`config.mk`:
```
export PLATFORM = sky130hd
export DESIGN_NAME = biquad_notch_filter_flat
export DESIGN_NICKNAME = d
export VERILOG_FILES = /design/src/rtl/core/bqn_pkg.sv /design/src/rtl/core/bqn_if.sv /design/src/rtl/core/bqn_datapath.sv /design/src/rtl/core/bqn_ctrl.sv /design/src/rtl/core/biquad_notch_filter.sv /design/src/flat_wrapper.sv
export SDC_FILE = /design/constraint.sdc
export NUM_CORES = 2
export LEC_CHECK = 0
export ABC_CLOCK_PERIOD_IN_PS = 11750
export BUFFER_PORTS_ARGS = -buffer_cell sky130_fd_sc_hd__buf_2
export CAP_MARGIN = 15
export CORE_ASPECT_RATIO = 1.75
export CORE_MARGIN = 2
export CORE_UTILIZATION = 40
export CTS_CLUSTER_DIAMETER = 80
export DETAILED_ROUTE_END_ITERATION = 10
export PLACE_DENSITY = 0.51
export SYNTH_ARGS = -nofsm -noshare
export SYNTH_HDL_FRONTEND = slang
export SYNTH_HIERARCHICAL = 1
export SYNTH_SLANG_ARGS = --single-unit
```
`constraint.sdc`:
```
create_clock -name clock -period 11.75 [get_ports clock]
set_clock_uncertainty 0.05 [all_clocks]
set_input_delay 3.525 -clock clock [delete_from_list [all_inputs] [get_ports clock]]
set_output_delay 3.525 -clock clock [all_outputs]
set_load 0.05 [all_outputs]
```
`src/rtl/core/bqn_pkg.sv`:
```
package bqn_pkg;

   // channel and sample geometry
   localparam int CHANNELS    = 8;
   localparam int CHAN_BITS   = 3;
   localparam int CH_IDX_BITS = (CHANNELS > 1) ? $clog2(CHANNELS) : 1;
   localparam int SAMPLE_BITS = 24;

   // coefficients, signed Q2.22
   localparam int COEF_BITS  = 24;
   localparam int FRAC_SHIFT = 22;

   // arithmetic widths
   localparam int TAP_PROD_BITS = SAMPLE_BITS + COEF_BITS;
   localparam int ACC_BITS      = TAP_PROD_BITS + 3;          // five products
   localparam int SCALED_BITS   = ACC_BITS - FRAC_SHIFT;      // rounded sum
   localparam int MUL_A_BITS    = SCALED_BITS;
   localparam int PROD_BITS     = MUL_A_BITS + COEF_BITS;
   localparam int Y_BITS        = PROD_BITS - FRAC_SHIFT;     // rounded, unsaturated

   // configuration registers
   localparam int NUM_REGS      = 6;
   localparam int CSR_ADDR_BITS = 3;
   localparam int CSR_DATA_BITS = COEF_BITS;

   localparam logic [CSR_ADDR_BITS-1:0] REG_FEED0 = 3'd0;
   localparam logic [CSR_ADDR_BITS-1:0] REG_FEED1 = 3'd1;
   localparam logic [CSR_ADDR_BITS-1:0] REG_FEED2 = 3'd2;
   localparam logic [CSR_ADDR_BITS-1:0] REG_BACK1 = 3'd3;
   localparam logic [CSR_ADDR_BITS-1:0] REG_BACK2 = 3'd4;
   localparam logic [CSR_ADDR_BITS-1:0] REG_GAIN  = 3'd5;

   localparam logic signed [COEF_BITS-1:0] COEF_ONE = 24'sh400000;

   // multiply-accumulate sequencing: one tap per step, one trailing step
   localparam int STEP_BITS = 3;
   localparam logic [STEP_BITS-1:0] STEP_X0   = 3'd0;
   localparam logic [STEP_BITS-1:0] STEP_X1   = 3'd1;
   localparam logic [STEP_BITS-1:0] STEP_X2   = 3'd2;
   localparam logic [STEP_BITS-1:0] STEP_Y1   = 3'd3;
   localparam logic [STEP_BITS-1:0] STEP_Y2   = 3'd4;
   localparam logic [STEP_BITS-1:0] STEP_LAST = 3'd5;

   typedef struct packed {
      logic                 load;     // item transfer: latch sample, clear acc
      logic                 mac;      // tap sequencing active
      logic [STEP_BITS-1:0] step;
      logic                 round;    // round acc into scaled
      logic                 finish;   // saturate, update history, load output
   } cmd_type;

endpackage

```
`src/rtl/core/bqn_if.sv`:
```
interface bqn_req_if;
   logic                                    valid;
   logic                                    ready;
   logic [bqn_pkg::CHAN_BITS-1:0]           chan;
   logic signed [bqn_pkg::SAMPLE_BITS-1:0]  sample_in;

   modport source (output valid, output chan, output sample_in, input ready);
   modport sink   (input valid, input chan, input sample_in, output ready);
endinterface

interface bqn_rsp_if;
   logic                                    valid;
   logic                                    ready;
   logic [bqn_pkg::CHAN_BITS-1:0]           chan_out;
   logic signed [bqn_pkg::SAMPLE_BITS-1:0]  sample_out;

   modport source (output valid, output chan_out, output sample_out, input ready);
   modport sink   (input valid, input chan_out, input sample_out, output ready);
endinterface

```
`src/rtl/core/bqn_datapath.sv`:
```
module bqn_datapath (
   input  logic                                     clock,
   input  logic                                     reset,
   input  bqn_pkg::cmd_type                         cmd,
   input  logic [bqn_pkg::CHAN_BITS-1:0]            req_chan,
   input  logic signed [bqn_pkg::SAMPLE_BITS-1:0]   req_sample,
   input  logic                                     csr_we,
   input  logic [bqn_pkg::CSR_ADDR_BITS-1:0]        csr_addr,
   input  logic [bqn_pkg::CSR_DATA_BITS-1:0]        csr_wdata,
   output logic [bqn_pkg::CHAN_BITS-1:0]            rsp_chan,
   output logic signed [bqn_pkg::SAMPLE_BITS-1:0]   rsp_sample
);

   localparam int SB = bqn_pkg::SAMPLE_BITS;
   localparam int EXT = bqn_pkg::MUL_A_BITS - SB;

   localparam logic signed [bqn_pkg::ACC_BITS-1:0] ACC_HALF =
      {{(bqn_pkg::ACC_BITS - bqn_pkg::FRAC_SHIFT){1'b0}}, 1'b1,
       {(bqn_pkg::FRAC_SHIFT-1){1'b0}}};
   localparam logic signed [bqn_pkg::PROD_BITS-1:0] PROD_HALF =
      {{(bqn_pkg::PROD_BITS - bqn_pkg::FRAC_SHIFT){1'b0}}, 1'b1,
       {(bqn_pkg::FRAC_SHIFT-1){1'b0}}};
   localparam logic signed [SB-1:0] SAMPLE_MAX = {1'b0, {(SB-1){1'b1}}};
   localparam logic signed [SB-1:0] SAMPLE_MIN = {1'b1, {(SB-1){1'b0}}};

   // coefficient registers
   logic signed [bqn_pkg::COEF_BITS-1:0] coef_ff [bqn_pkg::NUM_REGS];

   // per-channel history
   logic signed [SB-1:0] x1_ff [bqn_pkg::CHANNELS];
   logic signed [SB-1:0] x2_ff [bqn_pkg::CHANNELS];
   logic signed [SB-1:0] y1_ff [bqn_pkg::CHANNELS];
   logic signed [SB-1:0] y2_ff [bqn_pkg::CHANNELS];

   // working registers
   logic [bqn_pkg::CHAN_BITS-1:0]             chan_ff;
   logic signed [SB-1:0]                      x_ff;
   logic signed [bqn_pkg::PROD_BITS-1:0]      prod_ff, prod_in;
   logic signed [bqn_pkg::ACC_BITS-1:0]       acc_ff, acc_in;
   logic signed [bqn_pkg::SCALED_BITS-1:0]    scaled_ff;
   logic [bqn_pkg::CHAN_BITS-1:0]             rsp_chan_ff;
   logic signed [SB-1:0]                      rsp_sample_ff;

   logic [bqn_pkg::CH_IDX_BITS-1:0]           idx;
   logic signed [SB-1:0]                      tap_sample;
   logic signed [bqn_pkg::MUL_A_BITS-1:0]     mul_a;
   logic signed [bqn_pkg::COEF_BITS-1:0]      mul_b;
   logic [bqn_pkg::STEP_BITS-1:0]             prod_step;
   logic                                      acc_sub;
   logic signed [bqn_pkg::ACC_BITS-1:0]       acc_rnd;
   logic signed [bqn_pkg::PROD_BITS-1:0]      y_rnd;
   logic signed [bqn_pkg::Y_BITS-1:0]         y_full;
   logic [bqn_pkg::Y_BITS-SB:0]               y_top;
   logic signed [SB-1:0]                      y_sat;

   assign idx = chan_ff[bqn_pkg::CH_IDX_BITS-1:0];

   // tap operand select
   always_comb begin
      case (cmd.step)
         bqn_pkg::STEP_X0: tap_sample = x_ff;
         bqn_pkg::STEP_X1: tap_sample = x1_ff[idx];
         bqn_pkg::STEP_X2: tap_sample = x2_ff[idx];
         bqn_pkg::STEP_Y1: tap_sample = y1_ff[idx];
         bqn_pkg::STEP_Y2: tap_sample = y2_ff[idx];
         default:          tap_sample = '0;
      endcase
   end

   // shared multiplier: taps while sequencing, gain otherwise
   always_comb begin
      if (cmd.mac) begin
         mul_a = {{EXT{tap_sample[SB-1]}}, tap_sample};
         mul_b = coef_ff[cmd.step];
      end else begin
         mul_a = scaled_ff;
         mul_b = coef_ff[bqn_pkg::REG_GAIN];
      end
      prod_in = mul_a * mul_b;
   end

   // product registered last step; feedback taps subtract
   assign prod_step = cmd.step - 3'd1;
   assign acc_sub   = (prod_step == bqn_pkg::STEP_Y1) || (prod_step == bqn_pkg::STEP_Y2);

   always_comb begin
      acc_in = acc_ff;
      if (cmd.load) begin
         acc_in = '0;
      end else if (cmd.mac && (cmd.step != bqn_pkg::STEP_X0)) begin
         if (acc_sub) begin
            acc_in = acc_ff - $signed(prod_ff[bqn_pkg::ACC_BITS-1:0]);
         end else begin
            acc_in = acc_ff + $signed(prod_ff[bqn_pkg::ACC_BITS-1:0]);
         end
      end
   end

   // round half up, floor shift
   assign acc_rnd = acc_ff + ACC_HALF;
   assign y_rnd   = prod_ff + PROD_HALF;
   assign y_full  = y_rnd[bqn_pkg::PROD_BITS-1:bqn_pkg::FRAC_SHIFT];
   assign y_top   = y_full[bqn_pkg::Y_BITS-1:SB-1];

   always_comb begin
      if ((&y_top) || !(|y_top)) begin
         y_sat = y_full[SB-1:0];
      end else if (y_full[bqn_pkg::Y_BITS-1]) begin
         y_sat = SAMPLE_MIN;
      end else begin
         y_sat = SAMPLE_MAX;
      end
   end

   always_ff @(posedge clock) begin
      if (reset) begin
         coef_ff[bqn_pkg::REG_FEED0] <= bqn_pkg::COEF_ONE;
         coef_ff[bqn_pkg::REG_FEED1] <= '0;
         coef_ff[bqn_pkg::REG_FEED2] <= '0;
         coef_ff[bqn_pkg::REG_BACK1] <= '0;
         coef_ff[bqn_pkg::REG_BACK2] <= '0;
         coef_ff[bqn_pkg::REG_GAIN]  <= bqn_pkg::COEF_ONE;
      end else if (csr_we && (csr_addr < bqn_pkg::CSR_ADDR_BITS'(bqn_pkg::NUM_REGS))) begin
         coef_ff[csr_addr] <= csr_wdata;
      end
   end

   always_ff @(posedge clock) begin
      if (reset) begin
         for (int i = 0; i < bqn_pkg::CHANNELS; i++) begin
            x1_ff[i] <= '0;
            x2_ff[i] <= '0;
            y1_ff[i] <= '0;
            y2_ff[i] <= '0;
         end
      end else if (cmd.finish) begin
         x2_ff[idx] <= x1_ff[idx];
         x1_ff[idx] <= x_ff;
         y2_ff[idx] <= y1_ff[idx];
         y1_ff[idx] <= y_sat;
      end
   end

   always_ff @(posedge clock) begin
      prod_ff <= prod_in;
      acc_ff  <= acc_in;
      if (cmd.load) begin
         chan_ff <= req_chan;
         x_ff    <= req_sample;
      end
      if (cmd.round) begin
         scaled_ff <= acc_rnd[bqn_pkg::ACC_BITS-1:bqn_pkg::FRAC_SHIFT];
      end
      if (cmd.finish) begin
         rsp_chan_ff   <= chan_ff;
         rsp_sample_ff <= y_sat;
      end
   end

   assign rsp_chan   = rsp_chan_ff;
   assign rsp_sample = rsp_sample_ff;

endmodule

```
`src/rtl/core/bqn_ctrl.sv`:
```
module bqn_ctrl (
   input  logic             clock,
   input  logic             reset,
   input  logic             req_valid,
   output logic             req_ready,
   output logic             rsp_valid,
   input  logic             rsp_ready,
   output bqn_pkg::cmd_type cmd
);

   localparam logic [2:0] ST_IDLE  = 3'd0;
   localparam logic [2:0] ST_MAC   = 3'd1;
   localparam logic [2:0] ST_ROUND = 3'd2;
   localparam logic [2:0] ST_GAIN  = 3'd3;
   localparam logic [2:0] ST_OUT   = 3'd4;

   logic [2:0]                      state_ff, state_in;
   logic [bqn_pkg::STEP_BITS-1:0]   step_ff, step_in;
   logic                            rsp_valid_ff, rsp_valid_in;
   logic                            out_free;
   logic                            accept;
   logic                            finish;

   assign out_free  = !rsp_valid_ff || rsp_ready;
   assign finish    = (state_ff == ST_OUT) && out_free;
   assign req_ready = (state_ff == ST_IDLE) || finish;
   assign accept    = req_valid && req_ready;

   always_comb begin
      state_in = state_ff;
      step_in  = step_ff;
      unique case (state_ff)
         ST_IDLE: begin
            if (accept) begin
               state_in = ST_MAC;
               step_in  = bqn_pkg::STEP_X0;
            end
         end
         ST_MAC: begin
            if (step_ff == bqn_pkg::STEP_LAST) begin
               state_in = ST_ROUND;
            end else begin
               step_in = step_ff + 3'd1;
            end
         end
         ST_ROUND: state_in = ST_GAIN;
         ST_GAIN:  state_in = ST_OUT;
         ST_OUT: begin
            if (finish) begin
               if (accept) begin
                  state_in = ST_MAC;
                  step_in  = bqn_pkg::STEP_X0;
               end else begin
                  state_in = ST_IDLE;
               end
            end
         end
         default: state_in = ST_IDLE;
      endcase
   end

   always_comb begin
      if (finish) begin
         rsp_valid_in = 1'b1;
      end else if (rsp_ready) begin
         rsp_valid_in = 1'b0;
      end else begin
         rsp_valid_in = rsp_valid_ff;
      end
   end

   always_ff @(posedge clock) begin
      if (reset) begin
         state_ff     <= ST_IDLE;
         step_ff      <= bqn_pkg::STEP_X0;
         rsp_valid_ff <= 1'b0;
      end else begin
         state_ff     <= state_in;
         step_ff      <= step_in;
         rsp_valid_ff <= rsp_valid_in;
      end
   end

   assign rsp_valid  = rsp_valid_ff;
   assign cmd.load   = accept;
   assign cmd.mac    = (state_ff == ST_MAC);
   assign cmd.step   = step_ff;
   assign cmd.round  = (state_ff == ST_ROUND);
   assign cmd.finish = finish;

   a_finish_free: assert property (@(posedge clock) disable iff (reset)
      cmd.finish |-> (!rsp_valid_ff || rsp_ready))
      else $error("result loaded over an untaken result");

   a_accept_state: assert property (@(posedge clock) disable iff (reset)
      accept |-> (state_ff == ST_IDLE || state_ff == ST_OUT))
      else $error("item taken while busy");

   a_accept_start: assert property (@(posedge clock) disable iff (reset)
      accept |=> (state_ff == ST_MAC && step_ff == bqn_pkg::STEP_X0))
      else $error("tap sequence did not start after transfer");

   a_gain_order: assert property (@(posedge clock) disable iff (reset)
      (state_ff == ST_GAIN) |-> ($past(state_ff) == ST_ROUND))
      else $error("gain step without rounded sum");

endmodule

```
`src/rtl/core/biquad_notch_filter.sv`:
```
// Channel  Dir  Handshake           Payload
// req_ch   in   valid/ready         chan[2:0], sample_in[23:0] (Q1.23)
// rsp_ch   out  valid/ready         chan_out[2:0], sample_out[23:0] (Q1.23)
// csr      in   csr_we, no stall    csr_addr[2:0], csr_wdata[23:0] (Q2.22)
//
// An item runs on the single shared multiplier from transfer to result in order:
// five tap products, one trailing accumulate, round, gain, output.
// A new item is taken in the cycle its predecessor's result is loaded, so the
// block does not start a new item while the last one is still being processed.
// Reset (synchronous, active high) clears history and loads default coefficients.
// A result waits in the output register; a stall holds only the final step.
module biquad_notch_filter (
   input  logic                                clock,
   input  logic                                reset,
   bqn_req_if.sink                             req_ch,
   bqn_rsp_if.source                           rsp_ch,
   input  logic                                csr_we,
   input  logic [bqn_pkg::CSR_ADDR_BITS-1:0]   csr_addr,
   input  logic [bqn_pkg::CSR_DATA_BITS-1:0]   csr_wdata
);

   bqn_pkg::cmd_type cmd;

   // sequencer: tap steps, round, gain, output load
   bqn_ctrl u_ctrl (
      .clock     (clock),
      .reset     (reset),
      .req_valid (req_ch.valid),
      .req_ready (req_ch.ready),
      .rsp_valid (rsp_ch.valid),
      .rsp_ready (rsp_ch.ready),
      .cmd       (cmd)
   );

   // multiply-accumulate, coefficient registers, per-channel history
   bqn_datapath u_datapath (
      .clock      (clock),
      .reset      (reset),
      .cmd        (cmd),
      .req_chan   (req_ch.chan),
      .req_sample (req_ch.sample_in),
      .csr_we     (csr_we),
      .csr_addr   (csr_addr),
      .csr_wdata  (csr_wdata),
      .rsp_chan   (rsp_ch.chan_out),
      .rsp_sample (rsp_ch.sample_out)
   );

endmodule

```
`src/flat_wrapper.sv`:
```
// flat-port wrapper written by rule: the top's interface ports become plain ports
module biquad_notch_filter_flat 
  (clock, reset, csr_we, csr_addr, csr_wdata, req_ch_valid, req_ch_chan, req_ch_sample_in, req_ch_ready, rsp_ch_valid, rsp_ch_chan_out, rsp_ch_sample_out, rsp_ch_ready);
  bqn_req_if req_ch_i ();
  bqn_rsp_if rsp_ch_i ();
  input  logic clock;
  input  logic reset;
  input  logic csr_we;
  input  logic [bqn_pkg::CSR_ADDR_BITS-1:0] csr_addr;
  input  logic [bqn_pkg::CSR_DATA_BITS-1:0] csr_wdata;
  input wire logic [$bits(req_ch_i.valid)-1:0] req_ch_valid;
  input wire logic [$bits(req_ch_i.chan)-1:0] req_ch_chan;
  input wire logic [$bits(req_ch_i.sample_in)-1:0] req_ch_sample_in;
  output wire logic [$bits(req_ch_i.ready)-1:0] req_ch_ready;
  output wire logic [$bits(rsp_ch_i.valid)-1:0] rsp_ch_valid;
  output wire logic [$bits(rsp_ch_i.chan_out)-1:0] rsp_ch_chan_out;
  output wire logic [$bits(rsp_ch_i.sample_out)-1:0] rsp_ch_sample_out;
  input wire logic [$bits(rsp_ch_i.ready)-1:0] rsp_ch_ready;
  assign req_ch_i.valid = req_ch_valid;
  assign req_ch_i.chan = req_ch_chan;
  assign req_ch_i.sample_in = req_ch_sample_in;
  assign req_ch_ready = req_ch_i.ready;
  assign rsp_ch_valid = rsp_ch_i.valid;
  assign rsp_ch_chan_out = rsp_ch_i.chan_out;
  assign rsp_ch_sample_out = rsp_ch_i.sample_out;
  assign rsp_ch_i.ready = rsp_ch_ready;
  biquad_notch_filter u_core (.clock(clock), .reset(reset), .req_ch(req_ch_i), .rsp_ch(rsp_ch_i), .csr_we(csr_we), .csr_addr(csr_addr), .csr_wdata(csr_wdata));
endmodule
```
==> qor.txt <==
ys flop type = edfxtp_1
Initial Util = 40.25%
share of cells above drive strength 1 = 12.23%
synthesis-to-layout area growth = 10.22%
Die H = 586.1 um
Post-synth EDFFs = 1043
crit path DAT = 11270 ps
Post-CTS Hold Buffers = 0
max_cap viols = 0
TritonCTS clock tree = done
dpl hpwl = 185200 um
setup TNS = 0 ps
max frequency = 93.88 MHz
CTS Buf Count = 107
Synth cell types = 91
antenna violation net count after detailed routing = 0
relative slew slack = 18.03%
commonest non-fill, non-tap cell in the layout = edfxtp_1
yosys warns = 6
most frequent cells in the layout = edfxtp_1, nor2_1, inv_1
area of the mapped netlist = 77450 sq um
routability congestion estimate = 0.9639
Overflow after GRT = 0
via count = 52150
vias in the first global route = 55730
# setup viols final = 0
fill count = 18230
I/O Buffers = 87
remaining routing DRC violations = 0
global-route wire length before repair = 375600 um
initial antenna violation count = 6
Critical Path Most Common Cell = fa_1
Seq cells post-synth = 1157
Rows = 213
dpl ws = 1256 ps
Critical Path Max Stage Delay = 830 ps
DRT Wirelength = 260700 um
largest net degree at the start of global routing = 87
1st-iter DRT viols = 3658
clk slew on worst S/H paths = 70 ps
Worst Setup Start Kind = flop
vias per inst = 5.506
Worst Path Required = 12370 ps
Fin. Hold Viols = 0
Clock Tree Buf Depth = 3
die width = 336.6 um
WL/cell = 27.52 um
Placed Cells = 9271
critical path fanouts, max = 62
final period utilization = 90.66%
fin nets = 7779
synthesized instance count = 6731
Max Transition Viols Final = 0
Resized Gates After CTS = 0
core area = 192400 sq um
Hold Path Class = flop to flop
H-tree Lvls = 3
Seq/Total Area, Yosys = 43.39%
status = finished, final reports clean
clk_lat worst skew = 760 ps
DRT Pass-1 Iters = 6
DIE AREA = 197300 sq um
setup bufs post-CTS = 0
Clock Tree Root = clkbuf_16
Crit-path slowest cell = fa_1
Tmin final = 10650 ps
Hold Slack = 406.7 ps
worst setup margin = 1098 ps
critical path class = flop to flop
fin cells = 9471
Worst Max-Slew Pin Slew = 1230 ps
RSZ-0062 raised after global routing = no
syn avg cell area = 11.51 sq um
FFs w/ async S/R, synth = 0%
# IOs = 88
CP Capture Type = flop
GR Util All Layers = 26.53%
Clock Sink Count = 1157
Yosys cell counts, drive strengths merged, types with 13 or more instances:
| library cell | count | area (sq um) |
|---|---|---|
| buf | 91 | 457.9 |
| a21oi | 228 | 1303 |
| nor3 | 43 | 215.2 |
| and3 | 169 | 1057 |
| mux2 | 15 | 172.7 |
| nand4 | 31 | 193.9 |
| mux2i | 109 | 1091 |
| mux4 | 234 | 5270 |
| xnor2 | 139 | 1217 |
| nand3 | 58 | 295.3 |
| xor2 | 64 | 560.5 |
| a22o | 16 | 140.1 |
| ha | 200 | 2502 |
| nor2 | 1002 | 3786 |
| fa | 718 | 14370 |
| o21bai | 14 | 105.1 |
| and2 | 121 | 758.2 |
| a211oi | 34 | 260.3 |
| o221ai | 15 | 131.4 |
| o21a | 20 | 150.1 |
| nand2b | 44 | 275.3 |
| inv | 885 | 3322 |
| clkbuf | 294 | 1104 |
| nor2b | 44 | 275.3 |
| nor4 | 13 | 81.33 |
| o21ai | 99 | 495.5 |
| nand2 | 650 | 2450 |
| edfxtp | 1043 | 31320 |
| dfxtp | 114 | 2282 |
| o31ai | 18 | 158.9 |
| a21o | 40 | 300.3 |
sequential cells by signal, indices dropped and copies added, names as in the netlist, 3 cells and up, named ones only:
register / cells
u_core/u_ctrl/step_ff: 3
u_core/u_datapath/chan_ff: 3
u_core/u_datapath/x2_ff: 192
u_core/u_datapath/acc_ff: 51
u_core/u_datapath/x_ff: 24
u_core/u_datapath/x1_ff: 192
u_core/u_datapath/prod_ff: 53
u_core/u_datapath/rsp_chan: 3
u_core/u_datapath/y2_ff: 192
u_core/u_datapath/rsp_sample: 24
u_core/u_datapath/scaled_ff: 29
u_core/u_datapath/coef_ff: 192
u_core/u_ctrl/state_ff: 3
u_core/u_datapath/y1_ff: 192
critical path: cells and delay by family, from the launching register on:
kind | cells | cell delay [ps]
AOI/OAI and AO/OA | 10 | 2310
adders and majority gates | 8 | 4120
buffers and inverters | 4 | 900
DFF | 1 | 640
muxes | 2 | 1090
and+or+nand+nor | 5 | 1330
metal layers:
metal	vias to the layer above	global-route usage, %	routed length [um]
li1	22530	-	-
met1	27230	27.08	86250
met2	1739	49.34	140700
met3	646	3.214	11490
met4	0	19.47	22210
met5	-	0	0
metrics by stage:
stage	instance area, sq um	util [%]
3_3_place_gp	81860	42.54
3_5_place_dp	81860	42.54
5_1_grt	85360	44.36
4_1_cts	85340	44.35
6_report	85370	44.37
2_1_floorplan	77630	-
worst paths after layout:
| path | start | to | slack, ps | cells past startpoint |
|---|---|---|---|---|
| worst min register to register | u_core/u_datapath/acc_ff[4] | u_core/u_datapath/acc_ff[4] | 410 | 2 |
| worst min-delay path | u_core/u_datapath/acc_ff[4] | u_core/u_datapath/acc_ff[4] | 410 | 2 |
| worst max register to register | flop | u_core/u_datapath/prod_ff[50] | 1100 | 29 |
| worst max-delay path | flop | u_core/u_datapath/prod_ff[50] | 1100 | 29 |
cells by family after synthesis:
logic type	Yosys count	synth area share, %
buf+inv	1273	6.320
compound gates	581	4.961
other cells	1	0.004842
flops	1157	43.39
mux	358	8.436
fa+ha+maj	918	21.79
simple gates	2240	12.81
xor+xnor	203	2.296
final cells by class:
cell class	instances	area, sq um	area share [%]
tap	2580	3228	3.781
clock buffer	133	2795	3.274
inverter	888	3334	3.906
clock inverter	61	680.7	0.7973
timing repair buffer	300	2180	2.553
antenna	4	10.01	0.01173
multi-input combinational	4348	39520	46.29
sequential	1157	33620	39.38
Power is left out: the tool's default activity adds up to more than one toggle a clock period on the data nets, which glitch-free logic cannot reach.
